## src/rtl/rainbow_text_colorizer_unit_macros.svh

```systemverilog
// ----------------------------------------------------------------------------
// Rainbow text colorizer assertion macros
// Concurrent check wrappers; empty when SYNTH is defined.
// ----------------------------------------------------------------------------
`ifndef RAINBOW_TEXT_COLORIZER_UNIT_MACROS_SVH
`define RAINBOW_TEXT_COLORIZER_UNIT_MACROS_SVH

`ifndef SYNTH
// Same-cycle implication or plain condition, sampled on clk, off in reset.
`define RTC_CHECK(lbl, prop) \
  lbl: assert property (@(posedge clk) disable iff (!rst_n) (prop)) \
    else $error("rtc check failed");
// Condition in one cycle implies result in the next.
`define RTC_CHECK_NEXT(lbl, cond, res) \
  lbl: assert property (@(posedge clk) disable iff (!rst_n) (cond) |=> (res)) \
    else $error("rtc next-cycle check failed");
`else
`define RTC_CHECK(lbl, prop)
`define RTC_CHECK_NEXT(lbl, cond, res)
`endif

`endif

```

## src/rtl/rtc_pkg.sv

```systemverilog
// ----------------------------------------------------------------------------
// rtc_pkg
// Shared types and constants of the rainbow text colorizer.
// ----------------------------------------------------------------------------
package rtc_pkg;

  // Rainbow phases: which channel ramps and in which direction
  typedef enum logic [2:0] {
    PH_G_UP = 3'd0,
    PH_R_DN = 3'd1,
    PH_B_UP = 3'd2,
    PH_G_DN = 3'd3,
    PH_R_UP = 3'd4,
    PH_B_DN = 3'd5
  } phase_t;

  typedef enum logic {
    ST_IDLE = 1'b0,
    ST_TAB  = 1'b1
  } state_t;

  typedef struct packed {
    phase_t     phase;
    logic [7:0] red;
    logic [7:0] green;
    logic [7:0] blue;
  } color_t;

  typedef struct packed {
    logic [7:0] color_low;
    logic [7:0] color_high;
    logic [7:0] char_step;
    logic [7:0] line_step;
  } cfg_t;

  // Register indexes
  localparam logic [1:0] REG_COLOR_LOW  = 2'd0;
  localparam logic [1:0] REG_COLOR_HIGH = 2'd1;
  localparam logic [1:0] REG_CHAR_STEP  = 2'd2;
  localparam logic [1:0] REG_LINE_STEP  = 2'd3;

  localparam logic [7:0] COLOR_LOW_RST  = 8'd80;
  localparam logic [7:0] COLOR_HIGH_RST = 8'd255;
  localparam logic [7:0] CHAR_STEP_RST  = 8'd10;
  localparam logic [7:0] LINE_STEP_RST  = 8'd30;

  localparam logic [7:0] BYTE_NEWLINE = 8'h0A;
  localparam logic [7:0] BYTE_TAB     = 8'h09;

  localparam color_t COLOR_RST = '{phase: PH_G_UP, red: COLOR_HIGH_RST,
                                   green: COLOR_LOW_RST, blue: COLOR_LOW_RST};

endpackage

```

## src/rtl/rtc_step_unit.sv

```systemverilog
// ----------------------------------------------------------------------------
// rtc_step_unit
// Shared rainbow step: ramps one channel by d and clamps to the bounds.
// ----------------------------------------------------------------------------
module rtc_step_unit (
  input  rtc_pkg::color_t src,
  input  logic [7:0]      step_d,
  input  logic [7:0]      color_low,
  input  logic [7:0]      color_high,
  output rtc_pkg::color_t res
);

  logic       valid_ph;
  logic       going_up;
  logic [7:0] ch;
  logic [8:0] sum;
  logic [8:0] lim;
  logic [7:0] diff;
  logic       hit;
  logic [7:0] ch_new;
  rtc_pkg::phase_t ph_next;

  always_comb begin
    valid_ph = 1'b1;
    going_up = 1'b1;
    ch       = src.green;
    ph_next  = rtc_pkg::PH_G_UP;
    unique case (src.phase)
      rtc_pkg::PH_G_UP: begin ch = src.green; going_up = 1'b1; ph_next = rtc_pkg::PH_R_DN; end
      rtc_pkg::PH_R_DN: begin ch = src.red;   going_up = 1'b0; ph_next = rtc_pkg::PH_B_UP; end
      rtc_pkg::PH_B_UP: begin ch = src.blue;  going_up = 1'b1; ph_next = rtc_pkg::PH_G_DN; end
      rtc_pkg::PH_G_DN: begin ch = src.green; going_up = 1'b0; ph_next = rtc_pkg::PH_R_UP; end
      rtc_pkg::PH_R_UP: begin ch = src.red;   going_up = 1'b1; ph_next = rtc_pkg::PH_B_DN; end
      rtc_pkg::PH_B_DN: begin ch = src.blue;  going_up = 1'b0; ph_next = rtc_pkg::PH_G_UP; end
      default: valid_ph = 1'b0;
    endcase
  end

  // up: ch + d >= high clamps; down: ch - d <= low, i.e. ch <= low + d
  assign sum  = {1'b0, ch} + {1'b0, step_d};
  assign lim  = {1'b0, color_low} + {1'b0, step_d};
  assign diff = ch - step_d;
  assign hit  = going_up ? (sum >= {1'b0, color_high}) : ({1'b0, ch} <= lim);

  always_comb begin
    if (hit) begin
      ch_new = going_up ? color_high : color_low;
    end else begin
      ch_new = going_up ? sum[7:0] : diff;
    end
    res = src;
    if (valid_ph) begin
      if (hit) res.phase = ph_next;
      unique case (src.phase)
        rtc_pkg::PH_R_DN, rtc_pkg::PH_R_UP: res.red   = ch_new;
        rtc_pkg::PH_B_UP, rtc_pkg::PH_B_DN: res.blue  = ch_new;
        default:                            res.green = ch_new;
      endcase
    end
  end

endmodule

```

## src/rtl/rtc_ctrl.sv

```systemverilog
// ----------------------------------------------------------------------------
// rtc_ctrl
// Byte classifier, color state and tab sequencer around the step unit.
// ----------------------------------------------------------------------------
`include "rainbow_text_colorizer_unit_macros.svh"

module rtc_ctrl #(
  parameter int TAB_WIDTH = 8
) (
  input  logic            clk,
  input  logic            rst_n,
  input  logic            in_tvalid,
  output logic            in_tready,
  input  logic [7:0]      in_tdata,
  output logic            out_tvalid,
  input  logic            out_tready,
  output logic [31:0]     out_tdata,
  output logic            out_tuser,
  input  rtc_pkg::cfg_t   cfg,
  output rtc_pkg::color_t step_src,
  output logic [7:0]      step_d,
  input  rtc_pkg::color_t step_res
);

  localparam int COL_W = (TAB_WIDTH > 1) ? $clog2(TAB_WIDTH) : 1;
  localparam logic [COL_W-1:0] COL_LAST = COL_W'(TAB_WIDTH - 1);

  rtc_pkg::state_t state_r, state_nxt;
  rtc_pkg::color_t cur_r, cur_nxt;
  rtc_pkg::color_t line_r, line_nxt;
  logic [COL_W-1:0] col_r, col_nxt, col_inc;
  logic             out_tvalid_r, out_tvalid_nxt;
  logic             out_tuser_r, out_tuser_nxt;
  logic [31:0]      out_tdata_r, out_tdata_nxt;

  logic acc;
  logic is_nl, is_tab, is_cont;

  assign in_tready = (state_r == rtc_pkg::ST_IDLE) && (!out_tvalid_r || out_tready);
  assign acc       = in_tvalid && in_tready;
  assign is_nl     = (in_tdata == rtc_pkg::BYTE_NEWLINE);
  assign is_tab    = (in_tdata == rtc_pkg::BYTE_TAB);
  assign is_cont   = (in_tdata[7:6] == 2'b10);
  assign col_inc   = (col_r == COL_LAST) ? '0 : col_r + COL_W'(1);

  // Newline steps the line-start color, everything else the current color
  always_comb begin
    if (state_r == rtc_pkg::ST_IDLE && is_nl) begin
      step_src = line_r;
      step_d   = cfg.line_step;
    end else begin
      step_src = cur_r;
      step_d   = cfg.char_step;
    end
  end

  always_comb begin
    state_nxt      = state_r;
    cur_nxt        = cur_r;
    line_nxt       = line_r;
    col_nxt        = col_r;
    out_tvalid_nxt = out_tvalid_r && !out_tready;
    out_tuser_nxt  = out_tuser_r;
    out_tdata_nxt  = out_tdata_r;
    unique case (state_r)
      rtc_pkg::ST_IDLE: begin
        if (acc) begin
          out_tvalid_nxt = 1'b1;
          out_tuser_nxt  = 1'b0;
          out_tdata_nxt  = {24'd0, in_tdata};
          if (is_nl) begin
            line_nxt = step_res;
            cur_nxt  = step_res;
            col_nxt  = '0;
          end else if (!is_cont) begin
            cur_nxt       = step_res;
            col_nxt       = col_inc;
            out_tuser_nxt = 1'b1;
            out_tdata_nxt = {step_res.blue, step_res.green, step_res.red, in_tdata};
            if (is_tab && col_inc != '0) state_nxt = rtc_pkg::ST_TAB;
          end
        end
      end
      rtc_pkg::ST_TAB: begin
        // one extra step per column until the next tab stop
        cur_nxt = step_res;
        col_nxt = col_inc;
        if (col_inc == '0) state_nxt = rtc_pkg::ST_IDLE;
      end
      default: state_nxt = rtc_pkg::ST_IDLE;
    endcase
  end

  always_ff @(posedge clk) begin
    if (!rst_n) begin
      state_r      <= rtc_pkg::ST_IDLE;
      cur_r        <= rtc_pkg::COLOR_RST;
      line_r       <= rtc_pkg::COLOR_RST;
      col_r        <= '0;
      out_tvalid_r <= 1'b0;
    end else begin
      state_r      <= state_nxt;
      cur_r        <= cur_nxt;
      line_r       <= line_nxt;
      col_r        <= col_nxt;
      out_tvalid_r <= out_tvalid_nxt;
    end
  end

  always_ff @(posedge clk) begin
    out_tuser_r <= out_tuser_nxt;
    out_tdata_r <= out_tdata_nxt;
  end

  assign out_tvalid = out_tvalid_r;
  assign out_tuser  = out_tuser_r;
  assign out_tdata  = out_tdata_r;

  `RTC_CHECK(a_tab_blocks_input, (state_r == rtc_pkg::ST_TAB) |-> !in_tready)
  `RTC_CHECK(a_tab_col_nonzero, (state_r == rtc_pkg::ST_TAB) |-> (col_r != '0))
  `RTC_CHECK(a_col_in_range, col_r <= COL_LAST)
  `RTC_CHECK(a_uncolored_zero, (out_tvalid_r && !out_tuser_r) |-> (out_tdata_r[31:8] == 24'd0))
  `RTC_CHECK_NEXT(a_newline_col, (acc && is_nl), (col_r == '0 && out_tvalid_r && !out_tuser_r))

endmodule

```

## src/rtl/rainbow_text_colorizer_unit.sv

```systemverilog
// ----------------------------------------------------------------------------
// rainbow_text_colorizer_unit
// Rainbow text colorizer: one byte in, the byte plus an optional color out.
// Result registered in the cycle after the input transaction.
// Throughput: one byte per cycle while the output is not stalled, except a tab,
//   which holds off input for one extra step per column up to the next tab stop
//   (up to TAB_WIDTH-1). The extra steps are iterations of the single shared step unit.
// Reset (rst_n, synchronous, active low): config back to 80/255/10/30,
//   line and current colors to high/low/low in phase 0, column 0.
// ----------------------------------------------------------------------------
module rainbow_text_colorizer_unit #(
  parameter int TAB_WIDTH = 8
) (
  input  logic        clk,
  input  logic        rst_n,
  // input stream
  input  logic        in_tvalid,
  output logic        in_tready,
  input  logic [7:0]  in_tdata,    // [7:0] in_byte
  // result stream
  output logic        out_tvalid,
  input  logic        out_tready,
  output logic [31:0] out_tdata,   // [7:0] out_byte, [15:8] red, [23:16] green, [31:24] blue
  output logic        out_tuser,   // [0] has_color
  // configuration writes
  input  logic        cfg_we,
  input  logic [1:0]  cfg_addr,
  input  logic [7:0]  cfg_wdata
);

  rtc_pkg::cfg_t   cfg_r;
  rtc_pkg::color_t step_src;
  rtc_pkg::color_t step_res;
  logic [7:0]      step_d;

  // Config registers; expected to be written only with no transaction in flight
  always_ff @(posedge clk) begin
    if (!rst_n) begin
      cfg_r.color_low  <= rtc_pkg::COLOR_LOW_RST;
      cfg_r.color_high <= rtc_pkg::COLOR_HIGH_RST;
      cfg_r.char_step  <= rtc_pkg::CHAR_STEP_RST;
      cfg_r.line_step  <= rtc_pkg::LINE_STEP_RST;
    end else if (cfg_we) begin
      unique case (cfg_addr)
        rtc_pkg::REG_COLOR_LOW:  cfg_r.color_low  <= cfg_wdata;
        rtc_pkg::REG_COLOR_HIGH: cfg_r.color_high <= cfg_wdata;
        rtc_pkg::REG_CHAR_STEP:  cfg_r.char_step  <= cfg_wdata;
        rtc_pkg::REG_LINE_STEP:  cfg_r.line_step  <= cfg_wdata;
        default: ;
      endcase
    end
  end

  // The one ramp/clamp unit, shared by newline, character and tab steps
  rtc_step_unit u_step (
    .src        (step_src),
    .step_d     (step_d),
    .color_low  (cfg_r.color_low),
    .color_high (cfg_r.color_high),
    .res        (step_res)
  );

  // Sequencer: classifies the byte, owns color state and the output register
  rtc_ctrl #(
    .TAB_WIDTH (TAB_WIDTH)
  ) u_ctrl (
    .clk        (clk),
    .rst_n      (rst_n),
    .in_tvalid  (in_tvalid),
    .in_tready  (in_tready),
    .in_tdata   (in_tdata),
    .out_tvalid (out_tvalid),
    .out_tready (out_tready),
    .out_tdata  (out_tdata),
    .out_tuser  (out_tuser),
    .cfg        (cfg_r),
    .step_src   (step_src),
    .step_d     (step_d),
    .step_res   (step_res)
  );

endmodule
```

## config.mk

```make
export PLATFORM = sky130hd
export DESIGN_NAME = rainbow_text_colorizer_unit
export DESIGN_NICKNAME = d
export VERILOG_FILES = /design/src/rtl/rtc_pkg.sv /design/src/rtl/rtc_step_unit.sv /design/src/rtl/rtc_ctrl.sv /design/src/rtl/rainbow_text_colorizer_unit.sv
export VERILOG_INCLUDE_DIRS = /design/src /design/src/rtl
export SDC_FILE = /design/constraint.sdc
export NUM_CORES = 1
export LEC_CHECK = 0
export BUFFER_PORTS_ARGS = -buffer_cell sky130_fd_sc_hd__buf_2
export CAP_MARGIN = 20
export CORE_MARGIN = 3
export CORE_UTILIZATION = 36
export DETAILED_ROUTE_END_ITERATION = 8
export SLEW_MARGIN = 20
export SYNTH_ARGS = -nofsm -noshare
export SYNTH_HDL_FRONTEND = slang
export SYNTH_SLANG_ARGS = --single-unit
```

## constraint.sdc

```tcl
create_clock -name clk -period 9.2 [get_ports clk]
set_input_delay 0.92 -clock clk [delete_from_list [all_inputs] [get_ports clk]]
set_output_delay 0.92 -clock clk [all_outputs]
set_load 0.05 [all_outputs]
```

# Word level (Yosys, flattened, before mapping)
# Cells that the tools add are included.
# word_totals
out_inout_bits,35
input_bits,23
reg_bits,124
elab_cells,97
# classes
n_reduce_logical,25
bitwise_logic,1
eq_ne,14
n_addsub,4
order_cmp,2
mux,33
# ops
op,count
$mux 27,5
$mux 8,8
$pmux 27 s2,1
$add 8x8->9,2
$eq 8x4->1 const B,2
$pmux 8 s2,1
$mux 3,5
$pmux 3 s5,1
$reduce_and 2->1,6
$mux 1,10
$eq 3x3->1 const B,3
$ge 9x8->1,1
$le 8x9->1,1
$sub 8x8->8,1
$eq 2x2->1 const B,3
$eq 3x2->1 const B,2
$logic_not 3->1,2
$pmux 3 s2,1
$reduce_or 2->1,3
$reduce_or 6->1,1
$logic_and 1x1->1,5
$reduce_or 4->1,1
$add 3x1->3 const B,1
$eq 3x1->1 const B,1
11 further kinds,12

# Depth between registers and ports, before layout
# Gate-level depths: netlist of run 1.
# depth
ltp_word,16
ltp_mapped,22
mapped_depth_nobuf,21

# Modules after synthesis
# From an unflattened synthesis of run 1, not the netlist that was laid out.
# unflattened
hier_cells,797
area_unflattened_um2,7433.4
# by_module_without_submodules
mod,area_each_um2,cells_per_inst,seq_area_each_um2,instances
rtc_ctrl,3811.2,359,2172.1,1
rtc_step_unit,2304.7,309,0.0,1
rainbow_text_colorizer_unit,1317.5,129,640.6,1

# Worst setup path before layout of run 1
# No wires, ideal clock.
# synth_path
path_kind,input to register
from,input in_tdata[7]
to,"register u_ctrl.out_tdata_r[27], in the netlist u_ctrl.out_tdata[27] (data pin)"
required_time_ns,8.929
path_stages,21
arrival_ns,6.067
setup_time_ns,0.271
path_slack_ns,2.862
path_buffers,1
cell_sequence,or4b_4 > nor3b_4 > nor3_1 > a21oi_2 > clkbuf_1 > o22ai_1 > or2_2 > ha_1 > fa_1 > a211oi_1 > nor2_1 > o21ai_0 > xnor2_1 > ha_1 > nand4_1 > nor2_1 > a211o_2 > a211oi_4 > mux2_2 > a211oi_1 > nor3_1
# synth_between
elab_chain_cells,12
elab_cells_between_ends,29
cone_classes,add/sub: 3; order compare: 2; eq/ne: 7; mux: 10; reduce/logical: 7
# synth_lines
element,line_no,source
"start, declared",rainbow_text_colorizer_unit.sv:19,"input logic [7:0] in_tdata,"
$eq 8x4->1,rtc_ctrl.sv:41,assign is_nl = (in_tdata == rtc_pkg::BYTE_NEWLINE);
$logic_and 1x1->1,rtc_ctrl.sv:48,if (state_r == rtc_pkg::ST_IDLE && is_nl) begin
$mux 27,rtc_ctrl.sv:48,
$eq 3x2->1 (tied with other cells),"rtc_step_unit.sv:28, rtc_step_unit.sv:54",
$reduce_or 2->1 (no line),-,
$pmux 8 s2,rtc_step_unit.sv:28,unique case (src.phase)
$add 8x8->9,rtc_step_unit.sv:40,"assign sum = {1'b0, ch} + {1'b0, step_d};"
$ge 9x8->1,rtc_step_unit.sv:43,"assign hit = going_up ? (sum >= {1'b0, color_high}) : ({1'b0, ch} <= lim);"
$mux 1,rtc_step_unit.sv:43,
$mux 8,rtc_step_unit.sv:46,if (hit) begin
$mux 8,rtc_step_unit.sv:54,unique case (src.phase)
$mux 27,rtc_step_unit.sv:52,if (valid_ph) begin
"end signal, assigned",rtc_ctrl.sv:112,out_tdata_r <= out_tdata_nxt;
"end, declared",rtc_ctrl.sv:34,"logic [31:0] out_tdata_r, out_tdata_nxt;"
# Several ways; a longest one is shown, not always the timed one.
# A chain may end at the register's enable or synchronous reset.

# Worst setup path in the final report of run 1
# Ends and elaborated chain as after synthesis.

==> results.json, run 1 <==
{
  "rows": 52,
  "route.detailed.drc": 0,
  "multi_input_area_um2": 4260,
  "synth_nets": 891,
  "fin_crit_ns": 7.13,
  "synth_top_cell_by_area": "dfxtp_1",
  "core_area_um2": 20400,
  "dr.pass1.iters": 6,
  "drtAntennaViolNets": 0,
  "crit_fanout": 31,
  "yosysUniqueCellTypes": 84,
  "seq_area_frac_synth_pct": 37.6,
  "drt-wirelength-per-cell_um": 17.4,
  "min_period_over_period_pct": 77.5,
  "path_class": "in2reg",
  "die_area_um2": 22600,
  "grt_antenna_before_repair": 0,
  "synth_edf_count": 33,
  "cts_setup_buffers": 0,
  "maxSlewHeadroom_pct": 42.7,
  "die_x_um": 150,
  "hold_viol_final": 0,
  "gp_congestion": 0.948,
  "cp_data_arrival_time_ns": 7.29,
  "dpl.hpwl_um": 14100,
  "cp.required_ns": 9.36,
  "synth_top_area_share_pct": 24.3,
  "endpoint_kind": "register",
  "synth.avg_cell_area_um2": 9.09,
  "grt_pass1_vias": 6029,
  "cts_tree": "yes",
  "worstMarginPinSlew_ns": 0.857,
  "synth_ff_type": "dfxtp_1",
  "p_leak_nw": 3.41,
  "clk_path_buf_depth": 2,
  "powerDensity_nw_per_um2": 224,
  "start_kind": "input pin",
  "nNetsFinal": 928,
  "start_util_pct": 36.8,
  "cts_resized": 0,
  "syn2layout_area_growth_pct": 13.9,
  "slew_violations": 0,
  "drt_iter0_markers": 448,
  "irDropWorstVdd_v": 0.000130,
  "hold_class": "reg2reg",
  "final-setup-viol-count": 0,
  "clkSinkCount": 124,
  "cts_buffers": 17,
  "syn_inst": 824,
  "netlist_top_cells_area": "dfxtp_1 24%, edfxtp_1 13%, ha_1 6.9%",
  "ys_warn_count": 0,
  "num_antenna_cells": 0,
  "drive_gt1_share_pct": 16.8,
  "place_ws_ns": 1.74,
  "h-tree-depth": 4,
  "outcome": "finished, final reports clean",
  "cts_root_buf": "clkbuf_16",
  "finalClockSkew_ns": 0.00869,
  "grt-ovfl-total": 0,
  "netlist_area_um2": 7490,
  "fin_setup_tns_ns": 0,
  "clock_latency_ns": 0.42,
  "setup_ws_ns": 2.07,
  "viasPerCell": 5.52,
  "grt_max_degree": 62,
  "grt_usage_pct": 18.2,
  "port_buffers": 57,
  "fmax_mhz": 140,
  "regArea_um2": 2810,
  "ys_ff_latch": 124,
  "clk_pin_slew_ns": 0.06,
  "async_flop_share_pct": 0,
  "drt-total-wl_um": 19900,
  "hold_buffers": 0,
  "die_y_um": 150,
  "fillerInstances": 1998,
  "drv_cap": 0,
  "ioPinCount": 58,
  "grt_pass1_wl_um": 32500,
  "rsz0062_at_grt": "no",
  "vias": 6312,
  "utilization_pct": 41.9
}
Yosys cell counts (6+ instances only):
cell / number
buf_2: 7
or2_2: 7
o211ai_1: 12
a21oi_1: 47
a211oi_1: 29
o22a_1: 7
clkbuf_1: 25
ha_1: 41
o311ai_0: 6
and3_1: 7
xor2_1: 6
edfxtp_1: 33
dfxtp_1: 91
nand2_1: 106
nor2_1: 52
nand2b_1: 8
buf_4: 7
and2_1: 16
nor3_1: 23
mux2i_1: 36
o31ai_1: 18
a31oi_1: 12
nand3_1: 32
mux2_2: 12
xnor2_1: 12
inv_1: 33
o21ai_0: 32
metrics by stage:
stage / hold slack [ns] / instance area (um^2) / power [W] / std cells
4_1_cts: 0.451 / 8530 / 0.00192 / 1144
5_1_grt: 0.484 / 8530 / 0.00201 / 1144
2_1_floorplan: 0.433 / 7490 / 0.00107 / 824
6_report: 0.451 / 8530 / 0.00191 / 1144
3_5_place_dp: 0.443 / 7900 / 0.00120 / 1112
3_3_place_gp: 0.439 / 7900 / 0.00119 / 1112
layout by cell type (no fill, tap or decap), types with 32 or more instances in the layout:
master / Yosys / layout
nor2_1: 52 / 50
nand2_1: 106 / 106
buf_2: 7 / 57
nand3_1: 32 / 32
a21oi_1: 47 / 47
dfxtp_1: 91 / 91
edfxtp_1: 33 / 33
mux2i_1: 36 / 36
o21ai_0: 32 / 32
ha_1: 41 / 41
inv_1: 33 / 33
report_power, final:
part / switching [W] / internal (W) / leakage [nW]
Clock: 0.000252 / 0.000469 / 0.292
Sequential: 0.0000143 / 0.000604 / 1.06
Combinational: 0.000379 / 0.000195 / 2.06
area by class of cell:
class | instances | area share (%)
multi-input combinational | 617 | 49.9
sequential | 124 | 33.0
timing repair buffer | 68 | 4.31
inverter | 33 | 1.45
clock buffer | 22 | 5.46
tap | 270 | 3.96
clock inverter | 10 | 1.92
cells by family (layout without fill, tap and decap cells):
kind of cell | Yosys count | in the layout | share of synthesized area, %
buffers and inverters | 83 | 133 | 5.68
and+or+nand+nor | 281 | 281 | 18.3
DFF | 124 | 124 | 37.6
xor gates and xnor gates | 18 | 18 | 2.11
adders and majority gates | 44 | 44 | 7.65
muxes | 51 | 51 | 7.12
AOI/OAI and AO/OA | 223 | 223 | 21.6
state kept, by name, indices dropped and copies added, names as in the netlist:
| name | flops |
|---|---|
| u_ctrl.line_r | 27 |
| u_ctrl.cur_r | 27 |
| u_ctrl.out_tuser | 1 |
| u_ctrl.col_r | 3 |
| u_ctrl.state_r | 1 |
| u_ctrl.out_tvalid | 1 |
| u_ctrl.out_tdata | 32 |
| cfg_r | 32 |
per-layer routing:
metal  up-vias  wire length (um)  global-route usage (%)
li1       3112                 -                       -
met1      3003              9810                    26.2
met2       170              8710                    27.8
met3        27              1030                    3.43
met4         0               298                    5.22
met5         -                 0                       0
worst max-delay path, cell delays in order:
cell	delay, ns
buf_2	0.12
or4b_4	0.56
nor3b_4	0.20
buf_4	0.47
a31o_2	0.62
nand2_1	0.34
o21ai_0	0.52
ha_1	0.42
and3_1	0.19
a221o_1	0.34
nor2_1	0.12
xnor2_1	0.16
ha_1	0.28
o21ai_0	0.15
nor2_1	0.05
a211o_2	0.33
a211oi_4	0.43
mux2_2	0.43
a211oi_1	0.46
nor3_1	0.11
final timing paths:
path,startpoint,slack [ns],cells after the start,end
setup / recovery,in_tdata[7],2.07,20,u_ctrl.out_tdata[27]
hold / removal,cfg_r[0],0.45,2,cfg_r[0]
setup reg to reg,u_ctrl.state_r,2.83,19,u_ctrl.out_tdata[27]
hold reg to reg,cfg_r[0],0.45,2,cfg_r[0]
No activity file was read; power rests on OpenSTA's default activity.
==> run 2, diff against run 1 <==
==> constraint.sdc (replaced) <==
create_clock -name clk -period 7.35 [get_ports clk]
set_input_delay 0.735 -clock clk [delete_from_list [all_inputs] [get_ports clk]]
set_output_delay 0.735 -clock clk [all_outputs]
set_load 0.05 [all_outputs]
==> run 2 against run 1 <==
Compared with the run above: register-to-register slack worse by 1.6 ns; wire length decreased by 0.50%; die area did not move; non-clock buffer count grew 4; first-iteration DRC count grew 11%; flip-flop and latch count did not move; sequential share of layout area fell by 0.17 points; global-route usage decreased by 0.27 points; utilization grew 0.22 points; critical endpoint is now u_ctrl.out_tdata[12]; largest cell class unchanged.
==> results.json, run 2 (same netlist as run 1, synthesis figures left out) <==
{
  "cp_data_arrival_time_ns": 6.80,
  "combPwrFrac_pct": 29.8,
  "fin_setup_tns_ns": 0,
  "cts_tree": "yes",
  "grt_max_degree": 45,
  "fin_crit_ns": 6.66,
  "rows": 52,
  "grt_usage_pct": 17.9,
  "hold_buffers": 0,
  "p_int_w": 0.00160,
  "dpl.hpwl_um": 14300,
  "clkSinkCount": 124,
  "power_w": 0.00243,
  "pwr-share-clk_pct": 38.4,
  "finalClockSkew_ns": 0.00947,
  "p_sw_w": 0.000826,
  "gp_congestion": 0.899,
  "ioPinCount": 58,
  "path_class": "in2reg",
  "cts_buffers": 17,
  "p_leak_nw": 3.45,
  "setup_ws_ns": 0.692,
  "drt-total-wl_um": 19800,
  "final_cell_mix": "106 x nand2_1, 91 x dfxtp_1, 57 x buf_2",
  "final-setup-viol-count": 0,
  "final_common_cell": "nand2_1",
  "power.share.switching_pct": 34.0,
  "clk_path_buf_depth": 2,
  "die_y_um": 150,
  "fmax_mhz": 150,
  "syn2layout_area_growth_pct": 14.5,
  "worstMarginPinSlew_ns": 0.972,
  "drtAntennaViolNets": 0,
  "powerDensity_nw_per_um2": 283,
  "utilization_pct": 42.1,
  "seqPwrFrac_pct": 31.8,
  "clk_pin_slew_ns": 0.06,
  "nNetsFinal": 932,
  "vias": 6318,
  "cp.required_ns": 7.50,
  "die_area_um2": 22600,
  "slew_violations": 0,
  "grt_pass1_wl_um": 31500,
  "num_antenna_cells": 0,
  "hold_class": "reg2reg",
  "cts_root_buf": "clkbuf_16",
  "crit_fanout": 16,
  "h-tree-depth": 4,
  "core_area_um2": 20400,
  "drv_cap": 0,
  "start_util_pct": 36.8,
  "clock_latency_ns": 0.42,
  "hold_viol_final": 0,
  "die_x_um": 150,
  "start_kind": "input pin",
  "maxSlewHeadroom_pct": 35.1,
  "irDropWorstVdd_v": 0.000160,
  "outcome": "finished, final reports clean",
  "min_period_over_period_pct": 90.6,
  "endpoint_kind": "register",
  "cts_setup_buffers": 0,
  "place_ws_ns": 0.282,
  "drt-wirelength-per-cell_um": 17.2,
  "route.detailed.drc": 0,
  "grt_antenna_before_repair": 0,
  "port_buffers": 57,
  "drt_iter0_markers": 499,
  "viasPerCell": 5.50,
  "cts_resized": 0,
  "dr.pass1.iters": 5,
  "drive_gt1_share_pct": 17.3,
  "grt_pass1_vias": 5872,
  "grt-ovfl-total": 0,
  "rsz0062_at_grt": "no"
}
-- run 2: path summary, 6_finish.rpt --
check / cells past startpoint / slack [ns] / to / startpoint
max: 20 / 0.69 / u_ctrl.out_tdata[12] / in_tdata[0]
min: 2 / 0.45 / cfg_r[0] / cfg_r[0]
max reg2reg: 18 / 1.26 / u_ctrl.out_tdata[12] / u_ctrl.state_r
min reg2reg: 2 / 0.45 / cfg_r[0] / cfg_r[0]
-- run 2: power groups by stage --
stage                     clock, W  combinational [W]  sequential (W)
after global placement           0           0.000713        0.000788
after CTS                 0.000949           0.000719        0.000773
final                     0.000934           0.000723        0.000773
after floorplan                  0           0.000473        0.000864
after detailed placement         0           0.000716        0.000788
after global routing      0.000977           0.000788        0.000778
-- run 2: final cells by class --
| type | count | area (um^2) |
|---|---|---|
| well taps | 270 | 338 |
| flip-flops and latches | 124 | 2810 |
| inverters | 33 | 124 |
| multi-input cells | 617 | 4260 |
| clock inverters | 13 | 214 |
| repair buffers | 72 | 398 |
| fillers | 2037 | 11800 |
| clock buffers | 19 | 433 |
-- run 2: critical path: stages --
cell and delay [ns]:
buf_2 0.11, nor4b_1 0.49, nor3b_4 0.65, nor3_1 0.13
a21oi_2 0.17, nand2_1 0.25, o21ai_0 0.71, ha_1 0.44
and3_1 0.22, a221o_1 0.34, nor2_1 0.12, xnor2_1 0.15
ha_1 0.27, o21ai_0 0.14, nor2_1 0.05, a211o_2 0.34
a211oi_4 0.44, mux2_2 0.42, a211oi_1 0.47, nor3_1 0.14
-- run 2: per-stage QoR --
| step | std cells | instance area [um^2] | hold slack, ns |
|---|---|---|---|
| floorplan | 824 | 7490 | 0.433 |
| global placement | 1116 | 7930 | 0.438 |
| detailed placement | 1116 | 7930 | 0.446 |
| CTS | 1148 | 8580 | 0.456 |
| global route | 1148 | 8580 | 0.480 |
| finish | 1148 | 8580 | 0.451 |
-- run 2: metal layers --
layer  GRT usage [%]  wire length (um)  up-vias  share of wire, %
met1            24.7              9510     3013                48
met2            27.8              8930      161                45
li1                -                 -     3116                 -
met5               0                 0        -                 0
met4            6.13               386        0               2.0
met3            4.00               928       28               4.7
==> run 3, diff against run 2 <==
--- a/config.mk
+++ b/config.mk
@@ -8,9 +8,12 @@
 export LEC_CHECK = 0
 export BUFFER_PORTS_ARGS = -buffer_cell sky130_fd_sc_hd__buf_2
 export CAP_MARGIN = 20
+export CELL_PAD_IN_SITES_DETAIL_PLACEMENT = 1
+export CELL_PAD_IN_SITES_GLOBAL_PLACEMENT = 1
 export CORE_MARGIN = 3
 export CORE_UTILIZATION = 36
 export DETAILED_ROUTE_END_ITERATION = 8
+export PLACE_DENSITY_LB_ADDON = 0.1
 export SLEW_MARGIN = 20
 export SYNTH_ARGS = -nofsm -noshare
 export SYNTH_HDL_FRONTEND = slang
==> run 3 against run 2 <==
Compared with the run above: sequential share of layout area down 0.18 points; global-route usage up 3.9 points; sequential power about the same; critical path type unchanged.
==> results.json, run 3 (same netlist as run 1, synthesis figures left out) <==
{
  "place_ws_ns": 0.413,
  "viasPerCell": 5.64,
  "critical_path.max_stage_delay_ns": 0.57,
  "die_area_um2": 22600,
  "cp_cell_sequence": "buf_2 > or4b_4 > nor3b_4 > buf_12 > mux2i_1 > o22a_1 > o21ai_0 > buf_4 > ha_1 > and3_1 > a221o_1 > nor2_1 > xnor2_1 > ha_1 > o21ai_0 > nor2_1 > a211o_2 > a211oi_4 > mux2_2 > a211oi_1 > nor3_1",
  "grt_pass1_wl_um": 38000,
  "core_area_um2": 20400,
  "drt_iter0_markers": 307,
  "nNetsFinal": 943,
  "endpoint_kind": "register",
  "num_antenna_cells": 0,
  "irDropWorstVdd_v": 0.000177,
  "drt-wirelength-per-cell_um": 20.7,
  "fin_crit_ns": 6.57,
  "drtAntennaViolNets": 0,
  "drt-total-wl_um": 24000,
  "path_class": "in2reg",
  "hold_class": "reg2reg",
  "fillerInstances": 2358,
  "fin_setup_tns_ns": 0,
  "drv_cap": 0,
  "crit_fanout": 38,
  "regArea_um2": 2810,
  "p_sw_w": 0.000883,
  "cts_setup_buffers": 0,
  "crit_path_top_delay_cell": "or4b_4",
  "maxSlewHeadroom_pct": 33.0,
  "clock_latency_ns": 0.42,
  "grt_usage_pct": 21.8,
  "port_buffers": 57,
  "die_y_um": 150,
  "grt_antenna_before_repair": 0,
  "grt-ovfl-total": 0,
  "utilization_pct": 42.3,
  "setup_ws_ns": 0.783,
  "rsz0062_at_grt": "no",
  "min_period_over_period_pct": 89.3,
  "p_int_w": 0.00152,
  "fmax_mhz": 152,
  "power_w": 0.00240,
  "gp_congestion": 0.844,
  "seqPwrFrac_pct": 32.2,
  "hold_buffers": 0,
  "finalClockSkew_ns": 0.0110,
  "path_buf_inv": 3,
  "crit_family": "compound AO/OA/AOI/OAI gates",
  "slew_violations": 0,
  "drive_gt1_share_pct": 18.7,
  "cts_resized": 0,
  "cp.required_ns": 7.50,
  "final-setup-viol-count": 0,
  "hold_viol_final": 0,
  "multi_input_area_um2": 4260,
  "pwr-share-clk_pct": 35.4,
  "die_x_um": 150,
  "powerDensity_nw_per_um2": 279,
  "final_common_cell": "nand2_1",
  "cts_tree": "yes",
  "syn2layout_area_growth_pct": 15.2,
  "clk_path_buf_depth": 2,
  "rows": 52,
  "power.share.switching_pct": 36.7,
  "grt_max_degree": 62,
  "clk_pin_slew_ns": 0.06,
  "h-tree-depth": 4,
  "start_kind": "input pin",
  "start_util_pct": 36.8,
  "dr.pass1.iters": 5,
  "p_leak_nw": 3.48,
  "vias": 6535,
  "cts_buffers": 17,
  "dpl.hpwl_um": 17600,
  "final_cell_mix": "106 x nand2_1, 91 x dfxtp_1, 57 x buf_2",
  "route.detailed.drc": 0,
  "grt_pass1_vias": 6927,
  "cts_root_buf": "clkbuf_16",
  "worstMarginPinSlew_ns": 1.00,
  "cp_data_arrival_time_ns": 6.72,
  "ioPinCount": 58,
  "outcome": "finished, final reports clean",
  "combPwrFrac_pct": 32.4,
  "clkSinkCount": 124
}
==> run 3: changes by cell type in the layout (fill, tap and decap cells not counted), sizes merged <==
cell / change
inv: +3
buf: +11
clkinvlp: +1
bufinv: -4
==> run 3: power by group through the flow <==
stage          clock network (W)  registers [W]  logic (W)
3_3_place_gp                   0       0.000787   0.000750
5_1_grt                 0.000901       0.000780   0.000849
3_5_place_dp                   0       0.000789   0.000773
4_1_cts                 0.000866       0.000775   0.000779
2_1_floorplan                  0       0.000864   0.000473
6_report                0.000850       0.000774   0.000779
==> run 3: worst paths after layout <==
| check | start | to | slack [ns] | depth (start not counted) |
|---|---|---|---|---|
| worst max-delay path | in_tdata[7] | u_ctrl.out_tdata[27] | 0.78 | 21 |
| worst min-delay path | cfg_r[14] | cfg_r[14] | 0.46 | 2 |
| worst max register to register | u_ctrl.state_r | u_ctrl.out_tdata[27] | 1.36 | 19 |
| worst min register to register | cfg_r[14] | cfg_r[14] | 0.46 | 2 |
==> run 3: worst reg2reg max path: cells and delay by family (launching register included) <==
kind	cells	cell delay, ns
AOI/OAI and AO/OA	7	2.16
and+or+nand+nor	5	0.99
muxes	2	0.79
adders and majority gates	2	0.69
buffers and inverters	2	0.53
DFF	1	0.39
xor gates and xnor gates	1	0.16
==> run 3: cell type report <==
| cell class | instances | area share, % |
|---|---|---|
| Clock inverter | 13 | 1.51 |
| Timing Repair Buffer | 83 | 5.72 |
| Inverter | 33 | 1.44 |
| Tap cell | 270 | 3.92 |
| Sequential cell | 124 | 32.6 |
| Multi-Input combinational cell | 617 | 49.4 |
| Clock buffer | 19 | 5.38 |
==> run 3: per-stage QoR <==
stage,instances,area [um^2],hold slack (ns)
after floorplan,824,7490,0.433
after global placement,1127,8030,0.442
after detailed placement,1127,8030,0.451
after CTS,1159,8620,0.460
after global routing,1159,8620,0.484
final,1159,8620,0.458
==> run 3: metal layers <==
metal,vias to the layer above,share of wire (%),global-route usage (%)
li1,3135,-,-
met1,3229,45,28.2
met2,134,49,37.3
met3,37,3.4,3.31
met4,0,2.0,7.09
met5,-,0,0
